### src/rtl/clkf_pkg.sv
// ----------------------------------------------------------------------------
// clkf_pkg
// Codes, segment tables and digit helpers for the clock face mode controller.
// ----------------------------------------------------------------------------
`default_nettype none

package clkf_pkg;

   localparam logic [2:0] MODE_SHOW_TIME   = 3'd0;
   localparam logic [2:0] MODE_SHOW_ALARM  = 3'd1;
   localparam logic [2:0] MODE_SET_HOUR    = 3'd2;
   localparam logic [2:0] MODE_SET_MINUTE  = 3'd3;
   localparam logic [2:0] MODE_SET_AL_HOUR = 3'd4;
   localparam logic [2:0] MODE_SET_AL_MIN  = 3'd5;

   localparam logic [2:0] INC_NONE     = 3'd0;
   localparam logic [2:0] INC_HOUR     = 3'd1;
   localparam logic [2:0] INC_MINUTE   = 3'd2;
   localparam logic [2:0] INC_AL_HOUR  = 3'd3;
   localparam logic [2:0] INC_AL_MIN   = 3'd4;

   localparam logic [1:0] CMD_NONE      = 2'd0;
   localparam logic [1:0] CMD_ALARM_ON  = 2'd1;
   localparam logic [1:0] CMD_ALARM_OFF = 2'd2;

   localparam int         PADDR_W        = 3;
   localparam int         PDATA_W        = 32;
   localparam logic       REG_ALARM_INIT = 1'b0;

   localparam logic [7:0] SEG_BLANK = 8'hFF;

   typedef struct packed {
      logic [7:0] one;
      logic [7:0] two;
      logic [7:0] three;
      logic [7:0] four;
   } seg_type;

   // tens digit of a 6-bit value: multiply by 205/2048
   function automatic logic [3:0] digit_tens(input logic [5:0] v);
      logic [13:0] prod;
      prod = 14'(v) * 14'd205;
      return {1'b0, prod[13:11]};
   endfunction

   function automatic logic [3:0] digit_ones(input logic [5:0] v);
      logic [5:0] tens10;
      logic [5:0] diff;
      tens10 = 6'(digit_tens(v)) * 6'd10;
      diff   = v - tens10;
      return diff[3:0];
   endfunction

   function automatic logic [7:0] seg_hi(input logic [3:0] d);
      logic [7:0] s;
      case (d)
         4'd0: s = 8'h84;
         4'd1: s = 8'hCF;
         4'd2: s = 8'hA8;
         4'd3: s = 8'h89;
         4'd4: s = 8'hC3;
         4'd5: s = 8'h91;
         4'd6: s = 8'h90;
         4'd7: s = 8'h8F;
         4'd8: s = 8'h80;
         4'd9: s = 8'h81;
         default: s = SEG_BLANK;
      endcase
      return s;
   endfunction

   function automatic logic [7:0] seg_third(input logic [3:0] d);
      logic [7:0] s;
      case (d)
         4'd0: s = 8'h82;
         4'd1: s = 8'hCF;
         4'd2: s = 8'hA1;
         4'd3: s = 8'h89;
         4'd4: s = 8'hCC;
         4'd5: s = 8'h98;
         4'd6: s = 8'h90;
         4'd7: s = 8'h8F;
         4'd8: s = 8'h80;
         4'd9: s = 8'h88;
         default: s = SEG_BLANK;
      endcase
      return s;
   endfunction

   function automatic logic [7:0] seg_fourth(input logic [3:0] d);
      logic [7:0] s;
      case (d)
         4'd0: s = 8'h82;
         4'd1: s = 8'h9F;
         4'd2: s = 8'hA1;
         4'd3: s = 8'h89;
         4'd4: s = 8'h9C;
         4'd5: s = 8'hC8;
         4'd6: s = 8'hC0;
         4'd7: s = 8'h8F;
         4'd8: s = 8'h80;
         4'd9: s = 8'h88;
         default: s = SEG_BLANK;
      endcase
      return s;
   endfunction

   function automatic logic [7:0] seg_mark(input logic [3:0] d);
      logic [7:0] s;
      case (d)
         4'd0: s = 8'h02;
         4'd1: s = 8'h1F;
         4'd2: s = 8'h21;
         4'd3: s = 8'h09;
         4'd4: s = 8'h1C;
         4'd5: s = 8'h48;
         4'd6: s = 8'h40;
         4'd7: s = 8'h0F;
         4'd8: s = 8'h00;
         4'd9: s = 8'h08;
         default: s = SEG_BLANK;
      endcase
      return s;
   endfunction

endpackage

`default_nettype wire

### src/rtl/clkf_req_if.sv
// ----------------------------------------------------------------------------
// clkf_req_if
// Scan tick channel: button levels, alarm event, time and alarm time.
// ----------------------------------------------------------------------------
`default_nettype none

interface clkf_req_if;
   logic       valid;
   logic       ready;
   logic       select_pressed;
   logic       next_pressed;
   logic       alarm_interrupt;
   logic [4:0] time_hour;
   logic [5:0] time_minute;
   logic [4:0] alarm_hour;
   logic [5:0] alarm_minute;

   modport source (
      output valid, select_pressed, next_pressed, alarm_interrupt,
             time_hour, time_minute, alarm_hour, alarm_minute,
      input  ready
   );

   modport sink (
      input  valid, select_pressed, next_pressed, alarm_interrupt,
             time_hour, time_minute, alarm_hour, alarm_minute,
      output ready
   );
endinterface

`default_nettype wire

### src/rtl/clkf_rsp_if.sv
// ----------------------------------------------------------------------------
// clkf_rsp_if
// Result channel: mode, segment bytes, LED, buzzer and request codes.
// ----------------------------------------------------------------------------
`default_nettype none

interface clkf_rsp_if;
   logic       valid;
   logic       ready;
   logic [2:0] mode_now;
   logic [7:0] segments_one;
   logic [7:0] segments_two;
   logic [7:0] segments_three;
   logic [7:0] segments_four;
   logic       led_on;
   logic       buzzer_on;
   logic [2:0] increment_request;
   logic       clear_alarm;
   logic [1:0] alarm_command;

   modport source (
      output valid, mode_now, segments_one, segments_two, segments_three,
             segments_four, led_on, buzzer_on, increment_request,
             clear_alarm, alarm_command,
      input  ready
   );

   modport sink (
      input  valid, mode_now, segments_one, segments_two, segments_three,
             segments_four, led_on, buzzer_on, increment_request,
             clear_alarm, alarm_command,
      output ready
   );

   modport monitor (
      input  valid, ready, mode_now, segments_one, segments_two, segments_three,
             segments_four, led_on, buzzer_on, increment_request,
             clear_alarm, alarm_command
   );
endinterface

`default_nettype wire

### src/rtl/clkf_display.sv
// ----------------------------------------------------------------------------
// clkf_display
// Segment bytes and LED level for a mode, alarm enable and clock values.
// ----------------------------------------------------------------------------
`default_nettype none

module clkf_display (
   input  logic                 [2:0] mode,
   input  logic                       alarm_en,
   input  logic                 [4:0] time_hour,
   input  logic                 [5:0] time_minute,
   input  logic                 [4:0] alarm_hour,
   input  logic                 [5:0] alarm_minute,
   output clkf_pkg::seg_type          segs,
   output logic                       led
);

   logic       use_time;
   logic [5:0] hour_val;
   logic [5:0] min_val;
   logic [3:0] hour_tens;
   logic [3:0] hour_ones;
   logic [3:0] min_tens;
   logic [3:0] min_ones;

   assign use_time  = (mode == clkf_pkg::MODE_SHOW_TIME) ||
                      (mode == clkf_pkg::MODE_SET_HOUR)  ||
                      (mode == clkf_pkg::MODE_SET_MINUTE);
   assign hour_val  = use_time ? {1'b0, time_hour} : {1'b0, alarm_hour};
   assign min_val   = use_time ? time_minute : alarm_minute;
   assign hour_tens = clkf_pkg::digit_tens(hour_val);
   assign hour_ones = clkf_pkg::digit_ones(hour_val);
   assign min_tens  = clkf_pkg::digit_tens(min_val);
   assign min_ones  = clkf_pkg::digit_ones(min_val);
   assign led       = (mode == clkf_pkg::MODE_SHOW_TIME);

   always_comb begin
      segs.one   = clkf_pkg::SEG_BLANK;
      segs.two   = clkf_pkg::SEG_BLANK;
      segs.three = clkf_pkg::SEG_BLANK;
      segs.four  = clkf_pkg::SEG_BLANK;
      case (mode)
         clkf_pkg::MODE_SHOW_TIME, clkf_pkg::MODE_SHOW_ALARM: begin
            segs.one   = clkf_pkg::seg_hi(hour_tens);
            segs.two   = clkf_pkg::seg_hi(hour_ones);
            segs.three = clkf_pkg::seg_third(min_tens);
            segs.four  = alarm_en ? clkf_pkg::seg_mark(min_ones)
                                  : clkf_pkg::seg_fourth(min_ones);
         end
         clkf_pkg::MODE_SET_HOUR, clkf_pkg::MODE_SET_AL_HOUR: begin
            segs.one = clkf_pkg::seg_hi(hour_tens);
            segs.two = clkf_pkg::seg_hi(hour_ones);
         end
         clkf_pkg::MODE_SET_MINUTE, clkf_pkg::MODE_SET_AL_MIN: begin
            segs.three = clkf_pkg::seg_third(min_tens);
            segs.four  = clkf_pkg::seg_fourth(min_ones);
         end
         default: begin
            segs.one = clkf_pkg::SEG_BLANK;
         end
      endcase
   end

endmodule

`default_nettype wire

### src/rtl/clock_face_mode_controller.sv
// ----------------------------------------------------------------------------
// clock_face_mode_controller
// Mode, alarm and display control for a four-digit clock with two buttons.
// ----------------------------------------------------------------------------
//   req_chan carries one scan tick per transaction: both button levels, the
//   alarm event and the current and alarm times. rsp_chan returns exactly
//   one transaction per tick: mode, four segment bytes, LED, buzzer,
//   increment request, clear-alarm pulse and alarm on/off command.
//   An accepted tick is registered in the result register and shown on
//   rsp_chan in the next cycle. Throughput is one tick per cycle while
//   rsp_chan does not stall, set by the single result register;
//   req_chan.ready is high whenever that register is empty or is being taken in the same cycle.
//   If the receiver stalls, the result holds and one more tick cannot be
//   taken until it leaves.
//   The APB port holds the alarm start-up enable at addresses 0 to 3; a write
//   also loads the live alarm enable. Write only while no tick is pending.
//   Synchronous reset returns to show-time mode, stops ringing, clears the
//   buzzer, the start-up enable and the alarm enable, and empties the
//   result register.
// ----------------------------------------------------------------------------
`default_nettype none

module clock_face_mode_controller (
   input  logic                                clock,
   input  logic                                reset,
   clkf_req_if.sink                            req_chan,
   clkf_rsp_if.source                          rsp_chan,
   input  logic                                psel,
   input  logic                                penable,
   input  logic                                pwrite,
   input  logic [clkf_pkg::PADDR_W-1:0]        paddr,
   input  logic [clkf_pkg::PDATA_W-1:0]        pwdata,
   output logic [clkf_pkg::PDATA_W-1:0]        prdata,
   output logic                                pready
);

   logic [2:0]        mode_reg_ff, mode_reg_in;
   logic              ringing_ff, ringing_in;
   logic              buzzer_ff, buzzer_in;
   logic              alarm_en_ff, alarm_en_in;
   logic              alarm_init_ff;
   logic              rsp_valid_ff;
   logic [2:0]        rsp_mode_ff;
   clkf_pkg::seg_type rsp_segs_ff;
   logic              rsp_led_ff;
   logic              rsp_buzzer_ff;
   logic [2:0]        rsp_inc_ff, inc_in;
   logic              rsp_clr_ff, clr_in;
   logic [1:0]        rsp_cmd_ff, cmd_in;

   clkf_pkg::seg_type segs;
   logic              led;
   logic              accept;
   logic              csr_write;
   logic              csr_hit;
   logic              ring_now;
   logic              pressed;

   assign pready    = 1'b1;
   assign csr_hit   = (paddr[clkf_pkg::PADDR_W-1] == clkf_pkg::REG_ALARM_INIT);
   assign csr_write = psel && penable && pwrite && pready && csr_hit;
   assign prdata    = csr_hit ? {{(clkf_pkg::PDATA_W-1){1'b0}}, alarm_init_ff}
                              : '0;

   assign req_chan.ready = !rsp_valid_ff || rsp_chan.ready;
   assign accept         = req_chan.valid && req_chan.ready;

   assign ring_now   = ringing_ff || req_chan.alarm_interrupt;
   assign pressed    = req_chan.select_pressed || req_chan.next_pressed;
   assign ringing_in = ring_now && !pressed;
   assign clr_in     = ring_now && pressed;
   assign buzzer_in  = ring_now ? !buzzer_ff : 1'b0;

   always_comb begin
      mode_reg_in = mode_reg_ff;
      inc_in      = clkf_pkg::INC_NONE;
      cmd_in      = clkf_pkg::CMD_NONE;
      alarm_en_in = alarm_en_ff;
      if (req_chan.next_pressed) begin
         case (mode_reg_ff)
            clkf_pkg::MODE_SHOW_TIME:   mode_reg_in = clkf_pkg::MODE_SHOW_ALARM;
            clkf_pkg::MODE_SHOW_ALARM:  mode_reg_in = clkf_pkg::MODE_SHOW_TIME;
            clkf_pkg::MODE_SET_HOUR:    inc_in      = clkf_pkg::INC_HOUR;
            clkf_pkg::MODE_SET_MINUTE:  inc_in      = clkf_pkg::INC_MINUTE;
            clkf_pkg::MODE_SET_AL_HOUR: inc_in      = clkf_pkg::INC_AL_HOUR;
            clkf_pkg::MODE_SET_AL_MIN:  inc_in      = clkf_pkg::INC_AL_MIN;
            default:                    mode_reg_in = mode_reg_ff;
         endcase
      end else if (req_chan.select_pressed) begin
         case (mode_reg_ff)
            clkf_pkg::MODE_SHOW_TIME:   mode_reg_in = clkf_pkg::MODE_SET_HOUR;
            clkf_pkg::MODE_SET_HOUR:    mode_reg_in = clkf_pkg::MODE_SET_MINUTE;
            clkf_pkg::MODE_SET_MINUTE:  mode_reg_in = clkf_pkg::MODE_SHOW_TIME;
            clkf_pkg::MODE_SHOW_ALARM:  mode_reg_in = clkf_pkg::MODE_SET_AL_HOUR;
            clkf_pkg::MODE_SET_AL_HOUR: mode_reg_in = clkf_pkg::MODE_SET_AL_MIN;
            clkf_pkg::MODE_SET_AL_MIN: begin
               mode_reg_in = clkf_pkg::MODE_SHOW_ALARM;
               cmd_in      = alarm_en_ff ? clkf_pkg::CMD_ALARM_OFF
                                         : clkf_pkg::CMD_ALARM_ON;
               alarm_en_in = !alarm_en_ff;
            end
            default:                    mode_reg_in = mode_reg_ff;
         endcase
      end
   end

   clkf_display u_display (
      .mode         (mode_reg_in),
      .alarm_en     (alarm_en_in),
      .time_hour    (req_chan.time_hour),
      .time_minute  (req_chan.time_minute),
      .alarm_hour   (req_chan.alarm_hour),
      .alarm_minute (req_chan.alarm_minute),
      .segs         (segs),
      .led          (led)
   );

   always_ff @(posedge clock) begin
      if (reset) begin
         mode_reg_ff   <= clkf_pkg::MODE_SHOW_TIME;
         ringing_ff    <= 1'b0;
         buzzer_ff     <= 1'b0;
         alarm_en_ff   <= 1'b0;
         alarm_init_ff <= 1'b0;
         rsp_valid_ff  <= 1'b0;
      end else begin
         if (csr_write) begin
            alarm_init_ff <= pwdata[0];
            alarm_en_ff   <= pwdata[0];
         end else if (accept) begin
            alarm_en_ff <= alarm_en_in;
         end
         if (accept) begin
            mode_reg_ff <= mode_reg_in;
            ringing_ff  <= ringing_in;
            buzzer_ff   <= buzzer_in;
         end
         if (accept) begin
            rsp_valid_ff <= 1'b1;
         end else if (rsp_chan.ready) begin
            rsp_valid_ff <= 1'b0;
         end
      end
   end

   always_ff @(posedge clock) begin
      if (accept) begin
         rsp_mode_ff   <= mode_reg_in;
         rsp_segs_ff   <= segs;
         rsp_led_ff    <= led;
         rsp_buzzer_ff <= buzzer_in;
         rsp_inc_ff    <= inc_in;
         rsp_clr_ff    <= clr_in;
         rsp_cmd_ff    <= cmd_in;
      end
   end

   assign rsp_chan.valid             = rsp_valid_ff;
   assign rsp_chan.mode_now          = rsp_mode_ff;
   assign rsp_chan.segments_one      = rsp_segs_ff.one;
   assign rsp_chan.segments_two      = rsp_segs_ff.two;
   assign rsp_chan.segments_three    = rsp_segs_ff.three;
   assign rsp_chan.segments_four     = rsp_segs_ff.four;
   assign rsp_chan.led_on            = rsp_led_ff;
   assign rsp_chan.buzzer_on         = rsp_buzzer_ff;
   assign rsp_chan.increment_request = rsp_inc_ff;
   assign rsp_chan.clear_alarm       = rsp_clr_ff;
   assign rsp_chan.alarm_command     = rsp_cmd_ff;

endmodule

`default_nettype wire

### src/flat_wrapper.sv
// flat-port wrapper written by rule: the top's interface ports become plain ports
module clock_face_mode_controller_flat 
  (clock, reset, psel, penable, pwrite, paddr, pwdata, prdata, pready, req_chan_valid, req_chan_select_pressed, req_chan_next_pressed, req_chan_alarm_interrupt, req_chan_time_hour, req_chan_time_minute, req_chan_alarm_hour, req_chan_alarm_minute, req_chan_ready, rsp_chan_valid, rsp_chan_mode_now, rsp_chan_segments_one, rsp_chan_segments_two, rsp_chan_segments_three, rsp_chan_segments_four, rsp_chan_led_on, rsp_chan_buzzer_on, rsp_chan_increment_request, rsp_chan_clear_alarm, rsp_chan_alarm_command, rsp_chan_ready);
  clkf_req_if req_chan_i ();
  clkf_rsp_if rsp_chan_i ();
  input  logic clock;
  input  logic reset;
  input  logic psel;
  input  logic penable;
  input  logic pwrite;
  input  logic [clkf_pkg::PADDR_W-1:0] paddr;
  input  logic [clkf_pkg::PDATA_W-1:0] pwdata;
  output logic [clkf_pkg::PDATA_W-1:0] prdata;
  output logic pready;
  input wire logic [$bits(req_chan_i.valid)-1:0] req_chan_valid;
  input wire logic [$bits(req_chan_i.select_pressed)-1:0] req_chan_select_pressed;
  input wire logic [$bits(req_chan_i.next_pressed)-1:0] req_chan_next_pressed;
  input wire logic [$bits(req_chan_i.alarm_interrupt)-1:0] req_chan_alarm_interrupt;
  input wire logic [$bits(req_chan_i.time_hour)-1:0] req_chan_time_hour;
  input wire logic [$bits(req_chan_i.time_minute)-1:0] req_chan_time_minute;
  input wire logic [$bits(req_chan_i.alarm_hour)-1:0] req_chan_alarm_hour;
  input wire logic [$bits(req_chan_i.alarm_minute)-1:0] req_chan_alarm_minute;
  output wire logic [$bits(req_chan_i.ready)-1:0] req_chan_ready;
  output wire logic [$bits(rsp_chan_i.valid)-1:0] rsp_chan_valid;
  output wire logic [$bits(rsp_chan_i.mode_now)-1:0] rsp_chan_mode_now;
  output wire logic [$bits(rsp_chan_i.segments_one)-1:0] rsp_chan_segments_one;
  output wire logic [$bits(rsp_chan_i.segments_two)-1:0] rsp_chan_segments_two;
  output wire logic [$bits(rsp_chan_i.segments_three)-1:0] rsp_chan_segments_three;
  output wire logic [$bits(rsp_chan_i.segments_four)-1:0] rsp_chan_segments_four;
  output wire logic [$bits(rsp_chan_i.led_on)-1:0] rsp_chan_led_on;
  output wire logic [$bits(rsp_chan_i.buzzer_on)-1:0] rsp_chan_buzzer_on;
  output wire logic [$bits(rsp_chan_i.increment_request)-1:0] rsp_chan_increment_request;
  output wire logic [$bits(rsp_chan_i.clear_alarm)-1:0] rsp_chan_clear_alarm;
  output wire logic [$bits(rsp_chan_i.alarm_command)-1:0] rsp_chan_alarm_command;
  input wire logic [$bits(rsp_chan_i.ready)-1:0] rsp_chan_ready;
  assign req_chan_i.valid = req_chan_valid;
  assign req_chan_i.select_pressed = req_chan_select_pressed;
  assign req_chan_i.next_pressed = req_chan_next_pressed;
  assign req_chan_i.alarm_interrupt = req_chan_alarm_interrupt;
  assign req_chan_i.time_hour = req_chan_time_hour;
  assign req_chan_i.time_minute = req_chan_time_minute;
  assign req_chan_i.alarm_hour = req_chan_alarm_hour;
  assign req_chan_i.alarm_minute = req_chan_alarm_minute;
  assign req_chan_ready = req_chan_i.ready;
  assign rsp_chan_valid = rsp_chan_i.valid;
  assign rsp_chan_mode_now = rsp_chan_i.mode_now;
  assign rsp_chan_segments_one = rsp_chan_i.segments_one;
  assign rsp_chan_segments_two = rsp_chan_i.segments_two;
  assign rsp_chan_segments_three = rsp_chan_i.segments_three;
  assign rsp_chan_segments_four = rsp_chan_i.segments_four;
  assign rsp_chan_led_on = rsp_chan_i.led_on;
  assign rsp_chan_buzzer_on = rsp_chan_i.buzzer_on;
  assign rsp_chan_increment_request = rsp_chan_i.increment_request;
  assign rsp_chan_clear_alarm = rsp_chan_i.clear_alarm;
  assign rsp_chan_alarm_command = rsp_chan_i.alarm_command;
  assign rsp_chan_i.ready = rsp_chan_ready;
  clock_face_mode_controller u_core (.clock(clock), .reset(reset), .req_chan(req_chan_i), .rsp_chan(rsp_chan_i), .psel(psel), .penable(penable), .pwrite(pwrite), .paddr(paddr), .pwdata(pwdata), .prdata(prdata), .pready(pready));
endmodule
### config.mk
export PLATFORM = sky130hd
export DESIGN_NAME = clock_face_mode_controller_flat
export DESIGN_NICKNAME = d
export VERILOG_FILES = /design/src/rtl/clkf_pkg.sv /design/src/rtl/clkf_req_if.sv /design/src/rtl/clkf_rsp_if.sv /design/src/rtl/clkf_display.sv /design/src/rtl/clock_face_mode_controller.sv /design/src/flat_wrapper.sv
export SDC_FILE = /design/constraint.sdc
export NUM_CORES = 1
export LEC_CHECK = 0
export ABC_AREA = 0
export BUFFER_PORTS_ARGS = -buffer_cell sky130_fd_sc_hd__clkbuf_2
export CORE_MARGIN = 2
export CORE_UTILIZATION = 45
export DETAILED_ROUTE_END_ITERATION = 8
export PLACE_DENSITY = 0.74
export SYNTH_ARGS = -nofsm -noshare
export SYNTH_HDL_FRONTEND = slang
export SYNTH_SLANG_ARGS = --single-unit
### constraint.sdc
create_clock -name clock -period 18.4 [get_ports clock]
set_input_delay 1.84 -clock clock [delete_from_list [all_inputs] [get_ports clock]]
set_output_delay 1.84 -clock clock [all_outputs]
set_load 0.01 [all_outputs]
* Word level (Yosys, flattened, before mapping)
Memories as Yosys holds them, arrays and structs flattened.
Cells that the tools add are included.
** Storage, ports and cells
- Register bits after elaboration :: 51
- Memory bits (read-only) :: 1024
- Input bits :: 67
- Output and inout port bits :: 78
- Logic and storage cells :: 88
- Memories kept :: 9
** Cells by class
- $add $sub $neg :: 2
- Multipliers :: 4
- Equal/unequal tests :: 10
- Multiplexer cells :: 21
- Bitwise operators :: 3
- Reduce and logical (&&, ||, !) cells :: 23
** Memory list
- (name not given) :: depth 16, bits a word 8, rd ports 1, clocked after memory_dff 0, wr ports 0, RTL line clkf_pkg.sv:110 : case (d)
- (name not given) :: depth 16, bits a word 7, rd ports 1, clocked after memory_dff 0, wr ports 0, RTL line clkf_pkg.sv:56 : case (d)
- (name not given) :: depth 16, bits a word 7, rd ports 1, clocked after memory_dff 0, wr ports 0, RTL line clkf_pkg.sv:56
- (name not given) :: depth 16, bits a word 7, rd ports 1, clocked after memory_dff 0, wr ports 0, RTL line clkf_pkg.sv:74 : case (d)
- (name not given) :: depth 16, bits a word 7, rd ports 1, clocked after memory_dff 0, wr ports 0, RTL line clkf_pkg.sv:92 : case (d)
- (name not given) :: depth 16, bits a word 7, rd ports 1, clocked after memory_dff 0, wr ports 0, RTL line clkf_pkg.sv:56
- 3 more memories
** Operators by type and width (count)
- $pmux 16 s2 :: 1
- $pmux 8 s2 :: 2
- $pmux 3 s6 :: 1
- $mul 6x8->14 const B :: 1
- $mul 5x8->13 const B :: 1
- $eq 3x2->1 const B :: 4
- $eq 3x3->1 const B :: 4
- $pmux 3 s4 :: 1
- $mux 1 :: 9
- $mux 8 :: 1
- $sub 4x4->4 :: 2
- $eq 3x1->1 const B :: 2
- $logic_and 1x1->1 :: 6
- $logic_not 3->1 :: 2
- $mux 3 :: 2
- $mux 6 :: 1
- $pmux 3 s2 :: 1
- $reduce_or 2->1 :: 3
- $logic_or 1x1->1 :: 5
- $mux 5 :: 1
- $logic_not 1->1 :: 4
- $reduce_bool 2->1 :: 2
- $mul 2x3->3 const B :: 1
- $mul 3x3->3 const B :: 1
- 3 further kinds :: 5

* Depth between registers and ports, before layout
Gate-level depths: netlist (run 1).
An unclocked memory read counts as a cell.
- Depth in word-level cells :: 14
- Depth in mapped cells :: 26
- Depth with buffers taken out :: 23

* Cells and area by module
A second synthesis (run 1) with hierarchy kept.
** Second synthesis, totals
- Cells, all modules :: 443
- Area total of the unflattened synthesis :: 4389.2 um^2
** Modules (own cells, without submodules)
- clkf_display :: times used 1, cells an instance 299, area an instance 2294.7 um^2, sequential area each 0.0 um^2
- clock_face_mode_controller :: times used 1, cells an instance 144, area an instance 2094.5 um^2, sequential area each 1451.4 um^2

* Worst setup path after synthesis (run 1)
No wires, ideal clock.
- Path kind :: input to register
- Start :: input req_chan_next_pressed
- End :: register u_core.rsp_segs_ff (netlist bit u_core.rsp_chan.segments_four[4]) (data pin)
- Setup time :: 0.272 ns
- Data arrival time :: 7.417 ns
- Required time :: 18.128 ns
- Slack :: 10.711 ns
- Stages on the path :: 24
- Path buffers :: 5
- Cell sequence :: buf_6 xor2_2 a21o_1 buf_6 mux2i_4 clkbuf_1 xnor2_1 fa_1 fa_1 ha_1 a21o_1 a21o_1 a21oi_1 mux2_2 nor4b_1 clkbuf_1 ha_1 inv_1 ha_1 a2111oi_2 xnor3_1 buf_6 nor3_1 o31ai_1
** On the way
- Word-level cells in the longest chain between the ends :: 11
- Elaborated cells between the ends (all ways) :: 20
- Classes of those cells :: add/sub: 1; mul: 2; eq/ne: 4; mux: 5; reduce/logical: 5; memory: 3
** RTL lines
- from (decl) :: RTL line flat_wrapper.sv:17 : input wire logic [$bits(req_chan_i.next_pressed)-1:0] req_chan_next_pressed;
- $mux 3 :: RTL line clock_face_mode_controller.sv:79 : if (req_chan.next_pressed) begin
- $eq 3x2->1 / $logic_not 3->1 (equally long branches) :: RTL line clkf_display.sv:27, clkf_display.sv:26, clkf_display.sv:42
- $logic_or 1x1->1 :: RTL line clkf_display.sv:26 : assign use_time = (mode == clkf_pkg::MODE_SHOW_TIME) ||
- $logic_or 1x1->1 :: RTL line clkf_display.sv:27 : (mode == clkf_pkg::MODE_SET_HOUR) ||
- $mux 6 :: RTL line clkf_display.sv:30 : assign min_val = use_time ? time_minute : alarm_minute;
- $mul 6x8->14 :: RTL line clkf_pkg.sv:42 : prod = 14'(v) * 14'd205;
- $mul 3x3->3 :: RTL line clkf_pkg.sv:49 : tens10 = 6'(digit_tens(v)) * 6'd10;
- $sub 4x4->4 :: RTL line clkf_pkg.sv:50 : diff = v - tens10;
- $mem_v2 16x7 / $mem_v2 16x8 (equally long branches)
- $mux 8 :: RTL line clkf_display.sv:47 : segs.four = alarm_en ? clkf_pkg::seg_mark(min_ones)
- $pmux 16 s2 * :: RTL line clkf_display.sv:42 : case (mode)
- to (signal assigned) :: RTL line clock_face_mode_controller.sv:149 : rsp_segs_ff <= segs;
- to (decl) :: RTL line clock_face_mode_controller.sv:44 : clkf_pkg::seg_type rsp_segs_ff;
Every way passes the cells marked *; elsewhere a longest branch is shown, timed or not.
A chain may end at the register's enable or synchronous reset.

* Worst setup path after layout (run 1)
Ends and elaborated chain as after synthesis.

==> impl_metrics.toml, run 1 <==
[status]
status = "completed"

[die]
rows = 35
pin_count = 145
initial_core_util_pct = 46.74
die_h_um = 102.2
dieArea_sq_um = 10440
core_sq_um = 9284
die_w_um = 102.2

[logic_synthesis]
syn_inst = 450
synth-main-ff-cell = "edfxtp_1"
synth_cell_types = 65
yosys_warnings = 0
seq_area_frac_synth_pct = 30.68
synthArstFlopShare_pct = 0
synthesis.area_sq_um = 4339
syn_avg_cell_area_sq_um = 9.643
synth_edf_count = 39
ys_seq_elements = 47

[flow_run]
cap_violations = 0

[clock_network]
insertion_delay_ns = 0.29
cts.sink_count = 47
cts_buffers = 5
path_clk_slew_ns = 0.09
h-tree-depth = 2
cts_hold_buf = 0
post_cts_resized = 0
root_buffer = "clkbuf_8"
clock_path_buffers = 2
tritoncts = "built"
cts_setup_buffers = 0

[placement]
dp_hpwl_um = 6847
placed_cell_area_sq_um = 4682
routabilityCongestion = 0.9285
port_buffers = 76

[worst_setup_path]
crit_required_ns = 18.44
cpMaxStageDelayCell = "mux2i_4"
worstPathCellList = "clkbuf_2 > xor2_2 > a21o_1 > mux2i_4 > inv_2 > ha_1 > ha_1 > fa_1 > ha_1 > and3b_1 > or3b_2 > a21oi_1 > or2_2 > xnor2_1 > xor2_1 > xnor2_1 > ha_1 > a2111oi_2 > xnor3_1 > nor3_1 > o31ai_1"
reg2reg_slack_ns = 11.33
timing.rr.start = "u_core.mode_reg_ff[0]$_SDFFE_PP0P_"
r2r_end = "u_core.rsp_chan.segments_four[4]$_SDFFCE_PN1P_"
path_common_cell = "ha_1"
crit_path_start = "req_chan_next_pressed"
r2r_cells = 20
cp_max_fo = 15
cpPeakStageDelay_ns = 0.66
start_kind = "primary input"
worstPathArrival_ns = 8.19
path_class = "in2reg"
endpoint_kind = "register"

[grt]
gr-total-overflow = 0
antenna_found_initial = 0
grt_start_max_net_pins = 27
grt_pass1_wl_um = 14150
grt_pass1_vias = 3136
grtUsageTotal_pct = 16.98

[final_layout]
fill_cells = 862
drive_gt1_share_pct = 21.73
fin_area_sq_um = 4815
area_growth_pct = 10.96
n_antenna_cell = 0
final_util_pct = 51.86
final_nets = 649

[route]
post-route-drc-count = 0
via_count = 3325
routed_wl_um = 8703
routedWlPerCell_um = 13.41
first_pass_iters = 4
drtAntennaViolNets = 0
drt_iter0_markers = 106
viasPerCell = 5.123

[sta]
clock_skew_ns = 0.005995
drv_slew = 0
hold_viol_final = 0
rsz0062_at_grt = "false"
finalCriticalPeriod_ns = 8.150
slew_headroom_pct = 53.22
setup_tns_ns = 0
setup_viol = 0
fmax_mhz = 122.7
min_period_over_period_pct = 44.29
tightest_slew_ns = 0.6822

[hold_path]
whs_path_depth = 2
worstHoldStart = "u_core.buzzer_ff$_SDFFE_PP0P_"
hold_path_class = "reg2reg"
worst_hold_path.endpoint = "u_core.buzzer_ff$_SDFFE_PP0P_"

[power_and_ir_drop]
powerDensity_nw_per_um2 = 159.5
ir_worst_vdd_uv = 102.1
p_leak_nw = 2.275
==> per-layer routing <==
layer | vias to the layer above | track usage, % | part of all wire [%]
met5 | - | 0 | 0
met2 | 116 | 29.30 | 48
met1 | 1537 | 21.51 | 44
met3 | 16 | 1.915 | 4.7
li1 | 1656 | - | -
met4 | 0 | 7.385 | 3.2
==> synth_stat cells, drive strengths merged, types with 5 or more instances <==
library cell,n,area [sq um]
nor3,17,95.09
inv,46,175.2
fa,9,180.2
clkbuf,10,37.54
mux2,6,67.56
buf,40,307.8
a21oi,21,116.4
o21ai,22,110.1
nand3,8,40.04
nor2b,5,38.78
xor2,5,51.30
xnor2,12,105.1
dfxtp,8,160.2
nand2,23,86.33
mux2i,15,175.2
ha,54,675.7
edfxtp,39,1171
nand2b,7,43.79
a21o,6,45.04
nor2,37,157.7
==> how the worst max path moves through the flow <==
stage	slack, ns	cells after the start	endpoint
floorplan	10.71	24	u_core.rsp_chan.segments_four[4]$_SDFFCE_PN1P_
finish	10.25	21	u_core.rsp_chan.segments_four[4]$_SDFFCE_PN1P_
detailed placement	9.99	21	u_core.rsp_chan.segments_four[4]$_SDFFCE_PN1P_
global placement	10.14	21	u_core.rsp_chan.segments_four[2]$_SDFFCE_PN1P_
CTS	10.27	21	u_core.rsp_chan.segments_four[4]$_SDFFCE_PN1P_
global route	9.83	21	u_core.rsp_chan.segments_four[4]$_SDFFCE_PN1P_
==> cell usage in the layout, fill, tap and decap left out, types with 7 or more instances in the layout <==
cell type / n
clkbuf_2: 76
ha_1: 54
inv_1: 44
edfxtp_1: 39
nor2_1: 35
conb_1: 35
nand2_1: 23
a21oi_1: 20
o21ai_0: 17
nor3_1: 15
mux2i_1: 13
xnor2_1: 12
fa_1: 9
nand3_1: 8
dfxtp_1: 8
nand2b_1: 7
==> registers in the layout, summed over array words and instances, names as in the netlist, 2 cells and up <==
signal and flops:
u_core.rsp_chan.increment_request 3, u_core.mode_reg_ff 3, u_core.rsp_chan.segments_three 7, u_core.rsp_chan.segments_two 7, u_core.rsp_chan.segments_four 8, u_core.rsp_chan.alarm_command 2, u_core.rsp_chan.mode_now 3, u_core.rsp_chan.segments_one 6
==> metrics by stage <==
step | power, mW | std cells | setup WS, ns | hold WS [ns]
floorplan | 0.5790 | 483 | 10.71 | 0.4367
global placement | 0.6565 | 641 | 10.14 | 0.4447
detailed placement | 0.6758 | 641 | 9.986 | 0.4560
CTS | 0.7698 | 649 | 10.27 | 0.4686
global route | 0.8431 | 649 | 9.831 | 0.5058
finish | 0.7679 | 649 | 10.25 | 0.4703
==> final cells by class <==
type	count	area (sq um)	area share (%)
timing repair buffer	79	402.9	8.368
sequential	47	1331	27.65
inverter	46	175.2	3.638
clock inverter	2	60.06	1.247
multi-input combinational	340	2611	54.24
tap	129	161.4	3.352
clock buffer	6	72.57	1.507
==> critical path: cells and delay by family <==
family	cells	cell delay, ns
buf+inv	2	0.42
compound gates	4	1.07
xor+xnor	5	1.28
fa+ha+maj	5	1.64
mux	1	0.66
simple gates	4	1.27
==> power breakdown <==
| group | internal (mW) | switching (mW) |
|---|---|---|
| Clock | 0.0543 | 0.0349 |
| Combinational | 0.212 | 0.290 |
| Sequential | 0.166 | 0.0106 |
==> cells by family after synthesis <==
group           Yosys count  share of synthesized area [%]
compound gates           79                          12.28
simple gates            123                          14.91
fa+ha+maj                63                          19.72
buf+inv                  96                          12.00
other cells               2                         0.1731
xor+xnor                 19                          4.642
mux                      21                          5.594
flops                    47                          30.68
Power figures use the tool's default switching activity.
==> run 2: changes to the inputs <==
ABC_AREA = 1   (was 0)
PLACE_DENSITY = 0.77   (was 0.74)
clock period = 7.3 ns   (was 18.4 ns; I/O delays follow)
==> impl_metrics.toml, run 2 <==
[die]
initial_core_util_pct = 45.85
core_sq_um = 9109
dieArea_sq_um = 10070
die_h_um = 100.3
die_w_um = 100.3
pin_count = 145
rows = 35

[clock_network]
cts.sink_count = 47
root_buffer = "clkbuf_8"
clock_path_buffers = 2
path_clk_slew_ns = 0.08
post_cts_resized = 0
tritoncts = "built"
cts_setup_buffers = 0
insertion_delay_ns = 0.30
cts_buffers = 5
h-tree-depth = 2
cts_hold_buf = 0

[power_and_ir_drop]
p_leak_nw = 2.393
p_clk_share_pct = 8.5
ir_worst_vdd_uv = 143.7
powerDensity_nw_per_um2 = 409.3
p_sw_mw = 0.9195
seqPwrFrac_pct = 23.5
p_int_mw = 0.9761
combPwrFrac_pct = 68.0
switching_share_pct = 48.51

[logic_synthesis]
synthArstFlopShare_pct = 0
synth_cell_types = 42
synth.most_common_cell = "inv_1"
syn_inst = 479
yosys.area.top_type = "edfxtp_1"
synth-main-ff-cell = "edfxtp_1"
yosysTopAreaCellShare_pct = 28.04
synthesis.area_sq_um = 4177
ys_top_cells_by_count = "inv_1 (71), nand2_1 (66), ha_1 (54)"
synth_edf_count = 39
syn_avg_cell_area_sq_um = 8.719
synthTopCellsByArea = "edfxtp_1 (28%), ha_1 (16%), buf_4 (6.5%)"
ys_seq_elements = 47
seq_area_frac_synth_pct = 31.88
yosys_warnings = 0

[hold_path]
hold_path_class = "reg2reg"
worstHoldStart = "u_core.ringing_ff$_SDFFE_PP0P_"

[placement]
port_buffers = 76
dp_hpwl_um = 6762
routabilityCongestion = 0.9410
post-place-ws_ns = 1.302
dp.cells = 661

[route]
viasPerCell = 4.827
drtAntennaViolNets = 0
via_count = 3229
drt_iter0_markers = 148
routedWlPerCell_um = 11.99
routed_wl_um = 8018
post-route-drc-count = 0
first_pass_iters = 4

[worst_setup_path]
worstPathArrival_ns = 5.72
cpMaxStageDelayCell = "fa_1"
path_class = "in2reg"
start_kind = "primary input"
timing.rr.start = "u_core.mode_reg_ff[1]$_SDFFE_PP0P_"
crit_required_ns = 7.33
cp.buffers_inverters = 8
crit_family = "adder cells"
cpPeakStageDelay_ns = 0.62
cp_max_fo = 18
crit_path_start = "req_chan_select_pressed"
path_common_cell = "inv_1"
endpoint_kind = "register"

[sta]
drv_slew = 0
rsz0062_at_grt = "false"
min_period_over_period_pct = 77.95
setup_viol = 0
whs_ns = 0.4727
slew_headroom_pct = 49.56
fin_ws_ns = 1.610
hold_viol_final = 0
finalCriticalPeriod_ns = 5.690
clock_skew_ns = 0.01024
fmax_mhz = 175.7
setup_tns_ns = 0
tightest_slew_ns = 0.7558

[flow_run]
cap_violations = 0

[grt]
grt.met3_usage_pct = 1.741
grt_pass1_wl_um = 13500
grt_pass1_vias = 3066
grt_busiest_layer = "met2"
grtUsageTotal_pct = 16.40
gr-total-overflow = 0
use_met2_pct = 29.12
grt_start_max_net_pins = 25
antenna_found_initial = 0
met1_usage_pct = 20.76

[final_layout]
final_cell_mix = "clkbuf_2 (76), inv_1 (71), nand2_1 (66), ha_1 (54), nand3_1 (43)"
drive_gt1_share_pct = 25.63
finalNonFillerCells = 669
n_antenna_cell = 0
final_nets = 687
largest_reg_flops = 8
area_growth_pct = 10.90
final_common_cell = "clkbuf_2"

[status]
status = "completed"
run 2: cell count changes in the layout (fill, tap and decap cells not counted), sizes merged, moves of 4 or more:
cell,previous run,this run
inv,46,78
o311ai,4,0
mux2,6,1
a21oi,21,15
nand2b,7,0
nor2b,5,0
nand3,8,57
nor3,17,4
mux2i,15,0
xnor2,12,2
a21o,6,1
nand2,23,92
run 2: logic make-up after synthesis:
logic type                 Yosys count  synth area share, %
and+or+nand+nor                    196                24.57
buffers and inverters              118                14.05
adders and majority gates           63                20.49
DFF                                 47                31.88
AOI/OAI and AO/OA                   46                6.861
xor gates and xnor gates             6                1.708
other                                2               0.1798
muxes                                1               0.2696
run 2: final timing paths:
check / slack (ns) / end / cells after the start
worst max-delay path: 1.61 / u_core.rsp_chan.segments_two[1]$_SDFFCE_PP1P_ / 31
worst min-delay path: 0.47 / u_core.ringing_ff$_SDFFE_PP0P_ / 2
worst max register to register: 1.74 / u_core.rsp_chan.segments_two[1]$_SDFFCE_PP1P_ / 29
worst min register to register: 0.47 / u_core.ringing_ff$_SDFFE_PP0P_ / 2
run 2: layer usage:
| metal | wire length (um) | share of wire [%] |
|---|---|---|
| met1 | 3616 | 45 |
| met2 | 3879 | 48 |
| met3 | 386 | 4.8 |
| met4 | 135 | 1.7 |
| met5 | 0 | 0 |
run 2: power groups by stage:
stage / Clock, mW / Combinational [mW] / Sequential, mW
after CTS: 0.166 / 1.30 / 0.447
after detailed placement: 0 / 1.29 / 0.454
after global placement: 0 / 1.23 / 0.449
after floorplan: 0 / 0.973 / 0.488
final: 0.162 / 1.29 / 0.446
after global routing: 0.175 / 1.49 / 0.454
run 2: worst min-delay path: stages, from the launching register on:
cell and delay (ns):
dfxtp_1 0.32, nand2_1 0.06, a21oi_1 0.05
run 2: area by class of cell:
| class | count | area, sq um |
|---|---|---|
| clock inverters | 2 | 11.26 |
| multi-input cells | 347 | 2382 |
| inverters | 79 | 297.8 |
| fillers | 862 | 4477 |
| repair buffers | 77 | 387.9 |
| well taps | 111 | 138.9 |
| clock buffers | 6 | 82.58 |
| flip-flops and latches | 47 | 1331 |
run 2: metrics by stage:
step / power [mW] / util, % / instance area (sq um)
6_report: 1.896 / 50.85 / 4632
5_1_grt: 2.123 / 50.85 / 4632
4_1_cts: 1.911 / 50.85 / 4632
3_5_place_dp: 1.744 / 49.82 / 4538
3_3_place_gp: 1.679 / 49.82 / 4538
2_1_floorplan: 1.461 / - / 4300
